==> src/design/rrs_pkg.sv <==
// Package: shared constants, types and a helper function of the RAID-5 request splitter.
`timescale 1ns / 1ps
package rrs_pkg;

  localparam int ADDR_W         = 48;
  localparam int LEN_W          = 21;
  localparam int DISK_W         = 3;
  localparam int CFG_W          = 4;
  localparam int KIND_W         = 2;
  localparam int CHUNK_KIB      = 64;
  localparam int CHUNK_BYTES    = CHUNK_KIB * 1024;
  localparam int CHUNK_LOG2     = $clog2(CHUNK_BYTES);
  localparam int MAX_DISK_COUNT = 8;
  localparam int MIN_DISK_COUNT = 3;
  localparam int MAX_REQ_LEN    = 1048576;
  localparam int Q_W            = ADDR_W + 1 - CHUNK_LOG2;
  localparam int MAP_IDX_W      = $clog2(MAX_DISK_COUNT);

  localparam logic [KIND_W-1:0] KIND_DATA   = 2'd0;
  localparam logic [KIND_W-1:0] KIND_PARITY = 2'd1;
  localparam logic [KIND_W-1:0] KIND_PRE    = 2'd2;
  localparam logic [KIND_W-1:0] KIND_ERR    = 2'd3;

  localparam logic [1:0] USE_NONE = 2'd0;
  localparam logic [1:0] USE_FULL = 2'd1;
  localparam logic [1:0] USE_PART = 2'd2;

  // datapath commands
  localparam int OP_W = 4;
  localparam logic [OP_W-1:0] DP_NOP   = 4'd0;
  localparam logic [OP_W-1:0] DP_LOAD  = 4'd1;
  localparam logic [OP_W-1:0] DP_DIV1  = 4'd2;
  localparam logic [OP_W-1:0] DP_TAKE1 = 4'd3;
  localparam logic [OP_W-1:0] DP_DIV2  = 4'd4;
  localparam logic [OP_W-1:0] DP_TAKE2 = 4'd5;
  localparam logic [OP_W-1:0] DP_OPEN  = 4'd6;
  localparam logic [OP_W-1:0] DP_DATA  = 4'd7;
  localparam logic [OP_W-1:0] DP_PRE   = 4'd8;
  localparam logic [OP_W-1:0] DP_ERR   = 4'd9;

  typedef logic [MAX_DISK_COUNT-1:0][1:0] usage_map_t;

  typedef struct packed {
    logic [OP_W-1:0] op;
  } dp_cmd_t;

  typedef struct packed {
    logic len_zero;
    logic len_over;
    logic div_done;
    logic last_slice;
    logic wrap;
    logic is_wr;
    logic slot_free;
    logic mask_zero;
    logic mask_one;
  } dp_status_t;

  // Disks to pre-read: reconstruct mode picks the disks not fully written,
  // read-modify mode picks every disk that was touched.
  function automatic logic [MAX_DISK_COUNT-1:0] pick_mask(usage_map_t m,
                                                          logic [CFG_W-1:0] n);
    logic [CFG_W:0] cnt;
    logic rcw;
    logic [MAX_DISK_COUNT-1:0] pm;
    cnt = '0;
    for (int i = 0; i < MAX_DISK_COUNT; i++) begin
      if ((CFG_W'(i) < n) && (m[i] != USE_FULL)) cnt = cnt + 1'b1;
    end
    rcw = (cnt <= {1'b0, (n >> 1)});
    for (int i = 0; i < MAX_DISK_COUNT; i++) begin
      pm[i] = (CFG_W'(i) < n) && (rcw ? (m[i] != USE_FULL) : (m[i] != USE_NONE));
    end
    return pm;
  endfunction

endpackage

==> src/design/raid5_request_splitter.sv <==
// Top level: RAID-5 request splitter with rotating parity, stream in and out.
//
//  channel | dir | handshake          | payload
//  in_     | in  | in_tvalid/tready   | tdata: offset[47:0], length[68:48]; tuser: is_write
//  out_    | out | out_tvalid/tready  | tdata: disk, offset, length; tuser: is_write, kind;
//          |     |                    | tlast: last piece of the request
//  cfg_    | in  | cfg_we             | cfg_wdata: disk count
//
// Sequence: after an item is taken, setup (load, then two 33-step divisions on the
// shared bit-serial divider, chunk index by data-disk count and stripe by disk count),
// then one result per cycle while the output is not held, plus an open step per stripe
// on reads that gives no result, and a closing step on a write with no pre-reads.
// Zero length requests give no result; oversize ones give a single error item.
// Reset: rst_n, synchronous, low; the disk count returns to 4.
// Stalls: a held result blocks only the next result; setup work goes on.
`timescale 1ns / 1ps
module raid5_request_splitter (
  input  logic        clk,
  input  logic        rst_n,
  input  logic        cfg_we,
  input  logic [3:0]  cfg_wdata,
  input  logic        in_tvalid,
  output logic        in_tready,
  input  logic [71:0] in_tdata,   // request_offset[47:0], request_length[68:48], zeros
  input  logic        in_tuser,   // request_is_write
  output logic        out_tvalid,
  input  logic        out_tready,
  output logic [71:0] out_tdata,  // target_disk[2:0], disk_byte_offset[50:3],
                                  // piece_length[71:51]
  output logic [2:0]  out_tuser,  // piece_is_write[0], piece_kind[2:1]
  output logic        out_tlast   // last_piece
);
  rrs_pkg::dp_cmd_t    cmd;
  rrs_pkg::dp_status_t status;

  logic [rrs_pkg::DISK_W-1:0] o_disk;
  logic [rrs_pkg::ADDR_W-1:0] o_off;
  logic [rrs_pkg::LEN_W-1:0]  o_len;
  logic                       o_wr;
  logic [rrs_pkg::KIND_W-1:0] o_kind;

  // sequence the request
  rrs_ctrl u_ctrl (
    .clk      (clk),
    .rst_n    (rst_n),
    .in_valid (in_tvalid),
    .in_ready (in_tready),
    .status   (status),
    .cmd      (cmd)
  );

  // hold request, walk stripes and drive the output register
  rrs_datapath u_dp (
    .clk          (clk),
    .rst_n        (rst_n),
    .cfg_we       (cfg_we),
    .cfg_wdata    (cfg_wdata),
    .in_offset    (in_tdata[47:0]),
    .in_length    (in_tdata[68:48]),
    .in_is_write  (in_tuser),
    .cmd          (cmd),
    .status       (status),
    .out_valid    (out_tvalid),
    .out_ready    (out_tready),
    .out_disk     (o_disk),
    .out_offset   (o_off),
    .out_length   (o_len),
    .out_is_write (o_wr),
    .out_kind     (o_kind),
    .out_last     (out_tlast)
  );

  assign out_tdata = {o_len, o_off, o_disk};
  assign out_tuser = {o_kind, o_wr};
endmodule

==> src/design/rrs_divider.sv <==
// Iterative restoring divider: one quotient bit per cycle, small divisor.
`timescale 1ns / 1ps
module rrs_divider (
  input  logic                        clk,
  input  logic                        rst_n,
  input  logic                        start,
  input  logic [rrs_pkg::Q_W-1:0]     dividend,
  input  logic [rrs_pkg::CFG_W-1:0]   divisor,
  output logic                        done,
  output logic [rrs_pkg::Q_W-1:0]     quot,
  output logic [rrs_pkg::CFG_W-1:0]   rem
);
  localparam int CNT_W = $clog2(rrs_pkg::Q_W + 1);

  logic [CNT_W-1:0]          cnt_r;
  logic                      done_r;
  logic [rrs_pkg::Q_W-1:0]   quot_r;
  logic [rrs_pkg::CFG_W-1:0] rem_r;
  logic [rrs_pkg::CFG_W-1:0] dvs_r;
  logic [rrs_pkg::CFG_W:0]   trial;
  logic                      ge;

  assign trial = {rem_r, quot_r[rrs_pkg::Q_W-1]};
  assign ge    = (trial >= {1'b0, dvs_r});

  always_ff @(posedge clk) begin
    if (!rst_n) begin
      cnt_r  <= '0;
      done_r <= 1'b0;
    end else begin
      // flag the cycle after the last quotient bit
      done_r <= !start && (cnt_r == CNT_W'(1));
      if (start) begin
        cnt_r  <= CNT_W'(rrs_pkg::Q_W);
        quot_r <= dividend;
        rem_r  <= '0;
        dvs_r  <= divisor;
      end else if (cnt_r != '0) begin
        rem_r  <= ge ? rrs_pkg::CFG_W'(trial - {1'b0, dvs_r})
                     : trial[rrs_pkg::CFG_W-1:0];
        quot_r <= {quot_r[rrs_pkg::Q_W-2:0], ge};
        cnt_r  <= cnt_r - 1'b1;
      end
    end
  end

  assign done = done_r;
  assign quot = quot_r;
  assign rem  = rem_r;
endmodule

==> src/design/rrs_datapath.sv <==
// Datapath: request registers, stripe walk, usage map, divider and output register.
`timescale 1ns / 1ps
module rrs_datapath (
  input  logic                          clk,
  input  logic                          rst_n,
  input  logic                          cfg_we,
  input  logic [rrs_pkg::CFG_W-1:0]     cfg_wdata,
  input  logic [rrs_pkg::ADDR_W-1:0]    in_offset,
  input  logic [rrs_pkg::LEN_W-1:0]     in_length,
  input  logic                          in_is_write,
  input  rrs_pkg::dp_cmd_t              cmd,
  output rrs_pkg::dp_status_t           status,
  output logic                          out_valid,
  input  logic                          out_ready,
  output logic [rrs_pkg::DISK_W-1:0]    out_disk,
  output logic [rrs_pkg::ADDR_W-1:0]    out_offset,
  output logic [rrs_pkg::LEN_W-1:0]     out_length,
  output logic                          out_is_write,
  output logic [rrs_pkg::KIND_W-1:0]    out_kind,
  output logic                          out_last
);
  localparam logic [rrs_pkg::LEN_W-1:0] CHUNK_LEN = rrs_pkg::LEN_W'(rrs_pkg::CHUNK_BYTES);

  logic [rrs_pkg::CFG_W-1:0]          dc_r;
  logic [rrs_pkg::CFG_W-1:0]          n_r;
  logic [rrs_pkg::ADDR_W-1:0]         off_r;
  logic [rrs_pkg::LEN_W-1:0]          len_r;
  logic [rrs_pkg::LEN_W-1:0]          rem_r;
  logic                               wr_r;
  logic [rrs_pkg::Q_W-1:0]            q_r;
  logic [rrs_pkg::Q_W-1:0]            sid_r;
  logic [rrs_pkg::DISK_W-1:0]         did_r;
  logic [rrs_pkg::DISK_W-1:0]         pd_r;
  logic [rrs_pkg::ADDR_W-1:0]         base_r;
  rrs_pkg::usage_map_t                map_r;
  logic [rrs_pkg::MAX_DISK_COUNT-1:0] mask_r;

  logic                               out_valid_r;
  logic [rrs_pkg::DISK_W-1:0]         out_disk_r;
  logic [rrs_pkg::ADDR_W-1:0]         out_offset_r;
  logic [rrs_pkg::LEN_W-1:0]          out_length_r;
  logic                               out_is_write_r;
  logic [rrs_pkg::KIND_W-1:0]         out_kind_r;
  logic                               out_last_r;

  logic                               div_start;
  logic [rrs_pkg::Q_W-1:0]            div_dividend;
  logic [rrs_pkg::CFG_W-1:0]          div_divisor;
  logic                               div_done;
  logic [rrs_pkg::Q_W-1:0]            div_quot;
  logic [rrs_pkg::CFG_W-1:0]          div_rem;

  logic                               slot_free;
  logic                               emit;
  logic                               last_slice;
  logic                               wrap;
  logic [rrs_pkg::LEN_W-1:0]          len_cur;
  logic [rrs_pkg::Q_W-1:0]            diff;
  logic [rrs_pkg::ADDR_W-1:0]         base_c;
  logic [rrs_pkg::DISK_W-1:0]         data_disk;
  rrs_pkg::usage_map_t                map_after;
  rrs_pkg::usage_map_t                map_open;
  logic [rrs_pkg::MAX_DISK_COUNT-1:0] mask_after;
  logic [rrs_pkg::MAX_DISK_COUNT-1:0] mask_rest;
  logic [rrs_pkg::DISK_W-1:0]         pre_disk;
  logic [rrs_pkg::CFG_W-1:0]          n_clamp;

  assign div_start    = (cmd.op == rrs_pkg::DP_DIV1) || (cmd.op == rrs_pkg::DP_DIV2);
  assign div_dividend = (cmd.op == rrs_pkg::DP_DIV2) ? sid_r : q_r;
  assign div_divisor  = (cmd.op == rrs_pkg::DP_DIV2) ? n_r : n_r - 1'b1;

  rrs_divider u_div (
    .clk      (clk),
    .rst_n    (rst_n),
    .start    (div_start),
    .dividend (div_dividend),
    .divisor  (div_divisor),
    .done     (div_done),
    .quot     (div_quot),
    .rem      (div_rem)
  );

  always_comb begin
    if (dc_r < rrs_pkg::CFG_W'(rrs_pkg::MIN_DISK_COUNT))
      n_clamp = rrs_pkg::CFG_W'(rrs_pkg::MIN_DISK_COUNT);
    else if (dc_r > rrs_pkg::CFG_W'(rrs_pkg::MAX_DISK_COUNT))
      n_clamp = rrs_pkg::CFG_W'(rrs_pkg::MAX_DISK_COUNT);
    else
      n_clamp = dc_r;
  end

  assign slot_free  = !out_valid_r || out_ready;
  // a new item enters the output register this cycle
  assign emit       = (cmd.op == rrs_pkg::DP_DATA) || (cmd.op == rrs_pkg::DP_PRE) ||
                      (cmd.op == rrs_pkg::DP_ERR) || ((cmd.op == rrs_pkg::DP_OPEN) && wr_r);
  assign last_slice = (rem_r <= CHUNK_LEN);
  assign wrap       = ({1'b0, did_r} == (n_r - rrs_pkg::CFG_W'(2)));
  assign len_cur    = last_slice ? rem_r : CHUNK_LEN;
  // stripe start in host space is the chunk index less the data index
  assign diff       = q_r - rrs_pkg::Q_W'(did_r);
  assign base_c     = {diff[rrs_pkg::ADDR_W-rrs_pkg::CHUNK_LOG2-1:0],
                       off_r[rrs_pkg::CHUNK_LOG2-1:0]};
  assign data_disk  = (did_r < pd_r) ? did_r : did_r + 1'b1;

  always_comb begin
    map_after = map_r;
    map_after[data_disk] = (len_cur >= CHUNK_LEN) ? rrs_pkg::USE_FULL : rrs_pkg::USE_PART;
    map_open = '0;
    map_open[pd_r] = rrs_pkg::USE_FULL;
  end

  assign mask_after = rrs_pkg::pick_mask(map_after, n_r);
  assign mask_rest  = mask_r & (mask_r - 1'b1);

  always_comb begin
    pre_disk = '0;
    for (int i = rrs_pkg::MAX_DISK_COUNT - 1; i >= 0; i--) begin
      if (mask_r[i]) pre_disk = rrs_pkg::DISK_W'(i);
    end
  end

  always_ff @(posedge clk) begin
    if (!rst_n) begin
      dc_r        <= rrs_pkg::CFG_W'(4);
      out_valid_r <= 1'b0;
    end else begin
      if (cfg_we) dc_r <= cfg_wdata;
      if (emit) out_valid_r <= 1'b1;
      else if (out_ready) out_valid_r <= 1'b0;
      unique case (cmd.op)
        rrs_pkg::DP_LOAD: begin
          off_r <= in_offset;
          len_r <= in_length;
          rem_r <= in_length;
          wr_r  <= in_is_write;
          q_r   <= rrs_pkg::Q_W'(in_offset[rrs_pkg::ADDR_W-1:rrs_pkg::CHUNK_LOG2]);
          n_r   <= n_clamp;
        end
        rrs_pkg::DP_TAKE1: begin
          did_r <= div_rem[rrs_pkg::DISK_W-1:0];
          sid_r <= div_quot;
        end
        rrs_pkg::DP_TAKE2: begin
          pd_r <= div_rem[rrs_pkg::DISK_W-1:0];
        end
        rrs_pkg::DP_OPEN: begin
          base_r <= base_c;
          map_r  <= map_open;
          if (wr_r) begin
            out_disk_r     <= pd_r;
            out_offset_r   <= base_c;
            out_length_r   <= len_cur;
            out_is_write_r <= 1'b1;
            out_kind_r     <= rrs_pkg::KIND_PARITY;
            out_last_r     <= 1'b0;
          end
        end
        rrs_pkg::DP_DATA: begin
          out_disk_r     <= data_disk;
          out_offset_r   <= base_r;
          out_length_r   <= len_cur;
          out_is_write_r <= wr_r;
          out_kind_r     <= rrs_pkg::KIND_DATA;
          out_last_r     <= last_slice && (!wr_r || (mask_after == '0));
          map_r          <= map_after;
          mask_r         <= mask_after;
          rem_r          <= rem_r - CHUNK_LEN;
          q_r            <= q_r + 1'b1;
          if (wrap) begin
            did_r <= '0;
            pd_r  <= ({1'b0, pd_r} == n_r - 1'b1) ? '0 : pd_r + 1'b1;
          end else begin
            did_r <= did_r + 1'b1;
          end
        end
        rrs_pkg::DP_PRE: begin
          out_disk_r     <= pre_disk;
          out_offset_r   <= base_r;
          out_length_r   <= CHUNK_LEN;
          out_is_write_r <= 1'b0;
          out_kind_r     <= rrs_pkg::KIND_PRE;
          out_last_r     <= (mask_rest == '0);
          mask_r         <= mask_rest;
        end
        rrs_pkg::DP_ERR: begin
          out_disk_r     <= '0;
          out_offset_r   <= off_r;
          out_length_r   <= len_r;
          out_is_write_r <= wr_r;
          out_kind_r     <= rrs_pkg::KIND_ERR;
          out_last_r     <= 1'b1;
        end
        default: begin
        end
      endcase
    end
  end

  always_comb begin
    status.len_zero   = (len_r == '0);
    status.len_over   = (len_r > rrs_pkg::LEN_W'(rrs_pkg::MAX_REQ_LEN));
    status.div_done   = div_done;
    status.last_slice = last_slice;
    status.wrap       = wrap;
    status.is_wr      = wr_r;
    status.slot_free  = slot_free;
    status.mask_zero  = (mask_r == '0);
    status.mask_one   = (mask_rest == '0);
  end

  assign out_valid    = out_valid_r;
  assign out_disk     = out_disk_r;
  assign out_offset   = out_offset_r;
  assign out_length   = out_length_r;
  assign out_is_write = out_is_write_r;
  assign out_kind     = out_kind_r;
  assign out_last     = out_last_r;

`ifndef SYNTHESIS
  a_err_last: assert property (@(posedge clk) disable iff (!rst_n)
    out_valid_r && (out_kind_r == rrs_pkg::KIND_ERR) |-> out_last_r)
    else $error("error item not marked last");
  a_par_not_last: assert property (@(posedge clk) disable iff (!rst_n)
    out_valid_r && (out_kind_r == rrs_pkg::KIND_PARITY) |-> !out_last_r)
    else $error("parity item marked last");
  a_emit_slot: assert property (@(posedge clk) disable iff (!rst_n)
    (cmd.op == rrs_pkg::DP_DATA) || (cmd.op == rrs_pkg::DP_PRE) ||
    (cmd.op == rrs_pkg::DP_ERR) |-> slot_free)
    else $error("item issued over a held item");
  a_disk_range: assert property (@(posedge clk) disable iff (!rst_n)
    out_valid_r && (out_kind_r != rrs_pkg::KIND_ERR) |-> ({1'b0, out_disk_r} < n_r))
    else $error("target disk beyond disk count");
`endif
endmodule

==> src/design/rrs_ctrl.sv <==
// Controller: sequences load, the two divisions, the stripe walk, the pre-reads and the error item.
`timescale 1ns / 1ps
module rrs_ctrl (
  input  logic                clk,
  input  logic                rst_n,
  input  logic                in_valid,
  output logic                in_ready,
  input  rrs_pkg::dp_status_t status,
  output rrs_pkg::dp_cmd_t    cmd
);
  localparam logic [3:0] S_IDLE = 4'd0;
  localparam logic [3:0] S_LOAD = 4'd1;
  localparam logic [3:0] S_W1   = 4'd2;
  localparam logic [3:0] S_ST2  = 4'd3;
  localparam logic [3:0] S_W2   = 4'd4;
  localparam logic [3:0] S_OPEN = 4'd5;
  localparam logic [3:0] S_DATA = 4'd6;
  localparam logic [3:0] S_PRE  = 4'd7;
  localparam logic [3:0] S_ERR  = 4'd8;

  logic [3:0] state_r;
  logic [3:0] state_nxt;

  always_comb begin
    state_nxt = state_r;
    cmd.op    = rrs_pkg::DP_NOP;
    unique case (state_r)
      S_IDLE: begin
        if (in_valid) begin
          cmd.op    = rrs_pkg::DP_LOAD;
          state_nxt = S_LOAD;
        end
      end
      S_LOAD: begin
        priority if (status.len_zero) begin
          state_nxt = S_IDLE;
        end else if (status.len_over) begin
          state_nxt = S_ERR;
        end else begin
          cmd.op    = rrs_pkg::DP_DIV1;
          state_nxt = S_W1;
        end
      end
      S_W1: begin
        if (status.div_done) begin
          cmd.op    = rrs_pkg::DP_TAKE1;
          state_nxt = S_ST2;
        end
      end
      S_ST2: begin
        cmd.op    = rrs_pkg::DP_DIV2;
        state_nxt = S_W2;
      end
      S_W2: begin
        if (status.div_done) begin
          cmd.op    = rrs_pkg::DP_TAKE2;
          state_nxt = S_OPEN;
        end
      end
      S_OPEN: begin
        if (!status.is_wr || status.slot_free) begin
          cmd.op    = rrs_pkg::DP_OPEN;
          state_nxt = S_DATA;
        end
      end
      S_DATA: begin
        if (status.slot_free) begin
          cmd.op = rrs_pkg::DP_DATA;
          priority if (status.last_slice) state_nxt = status.is_wr ? S_PRE : S_IDLE;
          else if (status.wrap)            state_nxt = S_OPEN;
          else                             state_nxt = S_DATA;
        end
      end
      S_PRE: begin
        priority if (status.mask_zero) begin
          state_nxt = S_IDLE;
        end else if (status.slot_free) begin
          cmd.op = rrs_pkg::DP_PRE;
          if (status.mask_one) state_nxt = S_IDLE;
        end
      end
      S_ERR: begin
        if (status.slot_free) begin
          cmd.op    = rrs_pkg::DP_ERR;
          state_nxt = S_IDLE;
        end
      end
      default: state_nxt = S_IDLE;
    endcase
  end

  always_ff @(posedge clk) begin
    if (!rst_n) state_r <= S_IDLE;
    else        state_r <= state_nxt;
  end

  assign in_ready = (state_r == S_IDLE);

`ifndef SYNTHESIS
  a_accept_load: assert property (@(posedge clk) disable iff (!rst_n)
    in_valid && in_ready |=> (state_r == S_LOAD))
    else $error("accepted item not loaded");
  a_div_wait: assert property (@(posedge clk) disable iff (!rst_n)
    (state_r == S_ST2) |=> (state_r == S_W2))
    else $error("second division not started");
  a_state_legal: assert property (@(posedge clk) disable iff (!rst_n)
    state_r <= S_ERR)
    else $error("controller in an unknown state");
`endif
endmodule

==> config.mk <==
export PLATFORM = sky130hd
export DESIGN_NAME = raid5_request_splitter
export DESIGN_NICKNAME = d
export VERILOG_FILES = /design/src/design/rrs_pkg.sv /design/src/design/raid5_request_splitter.sv /design/src/design/rrs_divider.sv /design/src/design/rrs_datapath.sv /design/src/design/rrs_ctrl.sv
export SDC_FILE = /design/constraint.sdc
export NUM_CORES = 1
export LEC_CHECK = 0
export ABC_AREA = 1
export BUFFER_PORTS_ARGS = -buffer_cell sky130_fd_sc_hd__clkbuf_2
export CORE_AREA = 2 2 212 214
export CTS_BUF_LIST = sky130_fd_sc_hd__clkbuf_4 sky130_fd_sc_hd__clkbuf_8 sky130_fd_sc_hd__clkbuf_16
export CTS_CLUSTER_DIAMETER = 30
export DETAILED_ROUTE_END_ITERATION = 8
export DIE_AREA = 0 0 214 216
export PLACE_DENSITY = 0.67
export SLEW_MARGIN = 10
export SYNTH_ARGS = -nofsm -noshare
export SYNTH_HDL_FRONTEND = slang
export SYNTH_SLANG_ARGS = --single-unit
==> constraint.sdc <==
create_clock -name clk -period 14.5 [get_ports clk]
set_clock_uncertainty 0.15 [all_clocks]
set_input_delay 0 -clock clk [delete_from_list [all_inputs] [get_ports clk]]
set_output_delay 0 -clock clk [all_outputs]
set_load 0.03 [all_outputs]
==> results_dict.tcl, run 1 <==
set metrics [dict create \
    routed_wl_um 44400 \
    die_y_um 216 \
    antennaDiodeCount 0 \
    clk_pin_slew_ns 0.04 \
    worst_pin_slew_ns 1.21 \
    firstDrtPassIters 8 \
    grt_start_max_net_pins 93 \
    slowest_delay_ns 0.47 \
    synth_nets 1824 \
    postSynthCellCount 1707 \
    syn_to_final_growth_pct 31.3 \
    critPathMostFrequentCell "nand2_1" \
    io_buffers 156 \
    clk_latency_ns 0.59 \
    irDropWorstVdd_mv 0.0926 \
    cts_made_buffers 83 \
    cap_viol_max_count 0 \
    cts_num_sinks 372 \
    synth-edff-count 356 \
    cts_tree "done" \
    yosysSeqAreaShare_pct 61.8 \
    ys_ff_latch 372 \
    placed_area_um2 19300 \
    min-delay-start "in_tdata[37]" \
    core_area_um2 43800 \
    die_x_um 214 \
    layout_common_cells "nand2_1, edfxtp_1, inv_1" \
    place_congestion 0.852 \
    async_flop_share_pct 0 \
    grt-ovfl-total 0 \
    initial_utilization_pct 40.6 \
    tns_ns 0 \
    grt_pass1_vias 13888 \
    crit_path_start "u_dp.pd_r[2]" \
    htree_levels 3 \
    final_common_cell "nand2_1" \
    cts-resized-gates 0 \
    crit_path_end_kind "flip-flop" \
    path_class "reg2reg" \
    relSlewSlack_pct 19.1 \
    worstPathRequired_ns 14.68 \
    min_path_type "in2reg" \
    slowest_stage "edfxtp_1" \
    clock-root-buffer "clkbuf_16" \
    worst_setup_path_start_kind "flip-flop" \
    clk_path_buf_depth 3 \
    worstPathArrival_ns 7.92 \
    setup_violations 0 \
    design_area_um2 23400 \
    powerDensity_nw_per_um2 172 \
    fin_nets 2151 \
    dieArea_um2 46200 \
    drtAntennaViolNets 0 \
    via_per_inst 5.04 \
    grt_pass1_wl_um 71600 \
    ys.flop_type "edfxtp_1" \
    post-route-period-util_pct 53.3 \
    reg2reg_from "u_dp.pd_r[2]" \
    nFillCells 3668 \
    place_hpwl_um 28200 \
    slew_viol_final 0 \
    synth_cell_type_count 51 \
    synth_warnings 0 \
    vias 13554 \
    drt_iter0_markers 1122 \
    antenna_found_initial 0 \
    rsz0062_at_grt "no" \
    status "finished clean" \
    fmax_ghz 0.129 \
    track_usage_pct 19.3 \
    period_needed_ns 7.74 \
    cp_max_fo 9 \
    ios 160 \
    post_drt_wl_per_cell_um 16.5 \
    synth_area_per_cell_um2 10.4 \
    leakage_nw 9.64 \
    rows 77 \
    synth_area_um2 17800 \
    hold_viol 0 \
    cts_setup_buffers 0 \
    route.detailed.drc 0 \
    layout-drive-gt1-share_pct 18.8 \
]
logic make-up (layout without fill, tap and decap cells):
| family | Yosys count | count (layout) | share of synthesized area (%) |
|---|---|---|---|
| AOI/OAI and AO/OA | 215 | 215 | 7.80 |
| xor gates and xnor gates | 63 | 63 | 3.10 |
| adders and majority gates | 35 | 35 | 2.54 |
| buffers and inverters | 263 | 655 | 5.62 |
| DFF | 372 | 372 | 61.8 |
| and+or+nand+nor | 759 | 759 | 19.1 |
synth_stat cells, types with 10 or more instances:
| library cell | number | area [um^2] |
|---|---|---|
| a22oi_1 | 32 | 240 |
| o21ai_0 | 79 | 395 |
| clkbuf_1 | 45 | 169 |
| nand2_1 | 416 | 1560 |
| nor4_1 | 12 | 75.1 |
| nor3_1 | 23 | 115 |
| inv_1 | 198 | 743 |
| ha_1 | 33 | 413 |
| edfxtp_1 | 356 | 10700 |
| nor2_1 | 128 | 480 |
| nand2_2 | 26 | 163 |
| a21oi_1 | 30 | 150 |
| o211ai_1 | 32 | 240 |
| xor2_1 | 54 | 473 |
| nand3_1 | 79 | 395 |
| nand4_1 | 26 | 163 |
| a32o_1 | 10 | 100 |
| dfxtp_1 | 16 | 320 |
state kept, by name, indices dropped and copies added (netlist names), 2 cells and up:
register	cells
u_dp.n_r	4
u_dp.off_r	48
u_dp.out_kind	2
u_dp.mask_r	8
u_ctrl.state_r	4
u_dp.u_div.rem	4
u_dp.q_r	33
u_dp.u_div.cnt_r	6
u_dp.pd_r	3
u_dp.len_r	21
u_dp.did_r	3
u_dp.u_div.quot	33
u_dp.sid_r	33
u_dp.base_r	48
u_dp.map_r	16
u_dp.out_length	21
u_dp.out_disk	3
u_dp.u_div.dvs_r	4
u_dp.rem_r	21
u_dp.out_offset	48
u_dp.dc_r	4
per-stage QoR:
stage	std cells	utilization [%]	hold slack [ns]	setup WS, ns	power [mW]
final	2691	53.4	0.0186	6.76	4.01
after global routing	2691	53.4	0.0156	6.11	4.19
after CTS	2691	53.4	0.00136	6.80	4.04
after detailed placement	2416	44.0	0.0306	6.84	2.11
after global placement	2416	44.0	0.0289	6.96	2.08
after floorplan	1707	-	-0.0511	7.64	1.92
final cells by class:
class                           count  area (um^2)  share of cell area, %
Multi-Input combinational cell   1072         5870                   25.1
Sequential cell                   372        11000                   47.1
Clock inverter                     59          659                   2.82
Clock buffer                       91         2180                   9.31
Inverter                          210          791                   3.38
Timing Repair Buffer              295         2140                   9.14
Tap cell                          592          741                   3.17
worst max-delay path, delay by kind of cell, from the launching register on:
family                   cells  cell delay [ns]
AND/OR/NAND/NOR             27             3.08
flip-flops                   1             0.47
AO/OA/AOI/OAI                5             0.88
buffers and inverters        6             0.57
adder cells (fa/ha/maj)      8             2.36
routing by layer:
| metal | vias up | track usage (%) | routed length, um |
|---|---|---|---|
| met1 | 6517 | 23.7 | 18900 |
| met2 | 377 | 33.2 | 21900 |
| li1 | 6556 | - | - |
| met5 | - | 0 | 0 |
| met3 | 104 | 3.17 | 2150 |
| met4 | 0 | 9.39 | 1430 |
report_power, final:
part,switching (mW),total (mW),internal (mW)
registers,0.0772,1.47,1.39
clock network,0.583,1.89,1.31
logic,0.432,0.658,0.226
final timing paths:
check                         to  slack [ns]  cells after the start
hold reg to reg   u_dp.sid_r[30]        0.29                      0
setup reg to reg   u_dp.out_last        6.76                     46
setup / recovery   u_dp.out_last        6.76                     46
hold / removal    u_dp.off_r[37]        0.02                      2
repair_timing:
| item | CTS | global route |
|---|---|---|
| hold buffers | 125 | 0 |
| endpoints found under the setup margin | 0 | 0 |
| hold endpoints to repair | 158 | 0 |
(Power assumes the default switching activity.)
==> inputs of run 2 (changes only) <==
==> constraint.sdc (replaced) <==
create_clock -name clk -period 7.32 [get_ports clk]
set_clock_uncertainty 0.15 [all_clocks]
set_input_delay 0 -clock clk [delete_from_list [all_inputs] [get_ports clk]]
set_output_delay 0 -clock clk [all_outputs]
set_load 0.03 [all_outputs]
==> run 2 against run 1 <==
Flip-flop and latch count unchanged; combinational power increased by 110%; power up 100%; largest cell class unchanged; clock power is 110% higher; wire length grew 2.8%.
==> results_dict.tcl, run 2 (synthesis results as in run 1) <==
set metrics [dict create \
    placed_area_um2 19400 \
    layout-drive-gt1-share_pct 21.0 \
    leakage_nw 9.89 \
    fmax_ghz 0.144 \
    io_buffers 156 \
    slew_viol_final 0 \
    cts_tree "done" \
    routed_wl_um 45600 \
    cts_num_sinks 372 \
    status "finished clean" \
    die_y_um 216 \
    rows 77 \
    cp_num_buf_inv 5 \
    drt_iter0_markers 1061 \
    via_per_inst 5.11 \
    slowest_stage "edfxtp_1" \
    dp_cells 2425 \
    crit_path_end_kind "flip-flop" \
    ios 160 \
    dieArea_um2 46200 \
    cap_viol_max_count 0 \
    clkPwrFrac_pct 48.0 \
    worstPathRequired_ns 7.51 \
    layoutNonFillerInstCount 2733 \
    design_area_um2 24000 \
    period_needed_ns 6.92 \
    post_drt_wl_per_cell_um 16.7 \
    path_delay_family "simple AND/OR/NAND/NOR gates" \
    powerDensity_nw_per_um2 342 \
    cts_made_buffers 85 \
    final_common_cell "nand2_1" \
    vias 13978 \
    antenna_found_initial 1 \
    min_path_type "in2reg" \
    power_switching_mw 2.24 \
    route.detailed.drc 0 \
    setup_violations 0 \
    place_hpwl_um 28500 \
    track_usage_pct 19.5 \
    clk_latency_ns 0.60 \
    clk_path_buf_depth 3 \
    internal-power_mw 5.97 \
    firstDrtPassIters 5 \
    initial_utilization_pct 40.6 \
    clk_pin_slew_ns 0.05 \
    drtAntennaViolNets 0 \
    core_area_um2 43800 \
    grt_start_max_net_pins 77 \
    critPathMostFrequentCell "nand2_2" \
    fin_nets 2185 \
    clock-root-buffer "clkbuf_16" \
    worst_setup_path_start_kind "flip-flop" \
    slowest_delay_ns 0.44 \
    grt_pass1_vias 14062 \
    grt_pass1_wl_um 72400 \
    cp_max_fo 5 \
    place_congestion 0.879 \
    layout_common_cells "nand2_1, edfxtp_1, inv_1" \
    post-route-period-util_pct 94.6 \
    irDropWorstVdd_mv 0.184 \
    htree_levels 3 \
    worst_pin_slew_ns 1.15 \
    p_comb_share_pct 16.6 \
    postLayoutCoreUtil_pct 54.7 \
    p_sw_share_pct 27.3 \
    hold_viol 0 \
    relSlewSlack_pct 23.3 \
    grt-ovfl-total 0 \
    path_class "reg2reg" \
    power.share.sequential_pct 35.4 \
    worstPathArrival_ns 7.12 \
    die_x_um 214 \
    syn_to_final_growth_pct 34.6 \
]
[run 2: cell types whose count changed in the layout (fill, tap and decap cells not counted), sizes merged]
cell / change
diode: +1
clkinvlp: +2
clkbuf: +4
dlygate4sd3: +11
clkinv: +3
nand3: +1
inv: -2
buf: +20
bufinv: +2
[run 2: timing repair]
item,CTS,global route
hold endpoints to repair,156,0
pin swaps,3,16
cloned,0,1
gates resized for setup,2,35
hold buffers,136,0
endpoints found under the setup margin,1,9
setup buffers,2,9
[run 2: path summary, 6_finish.rpt]
path                 start        endpoint  slack (ns)  depth (start not counted)
max reg2reg  u_dp.did_r[2]   u_dp.out_last        0.40                         46
max          u_dp.did_r[2]   u_dp.out_last        0.40                         46
min           in_tdata[33]  u_dp.off_r[33]        0.02                          2
min reg2reg  u_dp.off_r[9]  u_dp.base_r[9]        0.29                          0
[run 2: metal layers]
layer  global-route usage (%)  wire length [um]  vias to the layer above
met2                     32.8             22200                      481
li1                         -                 -                     6648
met4                     9.25              1600                        0
met1                     24.2             19200                     6729
met3                     3.69              2570                      120
met5                        0                 0                        -
[run 2: per-stage QoR]
stage                     setup slack, ns  TNS (ns)  total power [mW]  hold WS (ns)
final                               0.398         0              8.21        0.0236
after global routing              -0.0193   -0.0193              8.56        0.0217
after CTS                          0.0160         0              8.19      0.000140
after detailed placement          -0.0330   -0.0330              4.17        0.0286
after global placement              0.196         0              4.13        0.0284
after floorplan                     0.460         0              3.81       -0.0511
[run 2: final cells by class]
type	instances	area [um^2]
clock inverter	64	782
antenna	1	2.50
tap	592	741
clock buffer	95	2240
fill	3615	19900
timing repair buffer	326	2400
sequential	372	11000
multi-input combinational	1073	6000
inverter	210	791
[run 2: power groups by stage]
stage                     Sequential (mW)  Clock [mW]  Combinational, mW
after floorplan                      2.93           0              0.879
after global placement               2.92           0               1.20
after detailed placement             2.94           0               1.24
after CTS                            2.90        3.98               1.31
after global routing                 2.94        4.10               1.53
final                                2.91        3.94               1.36
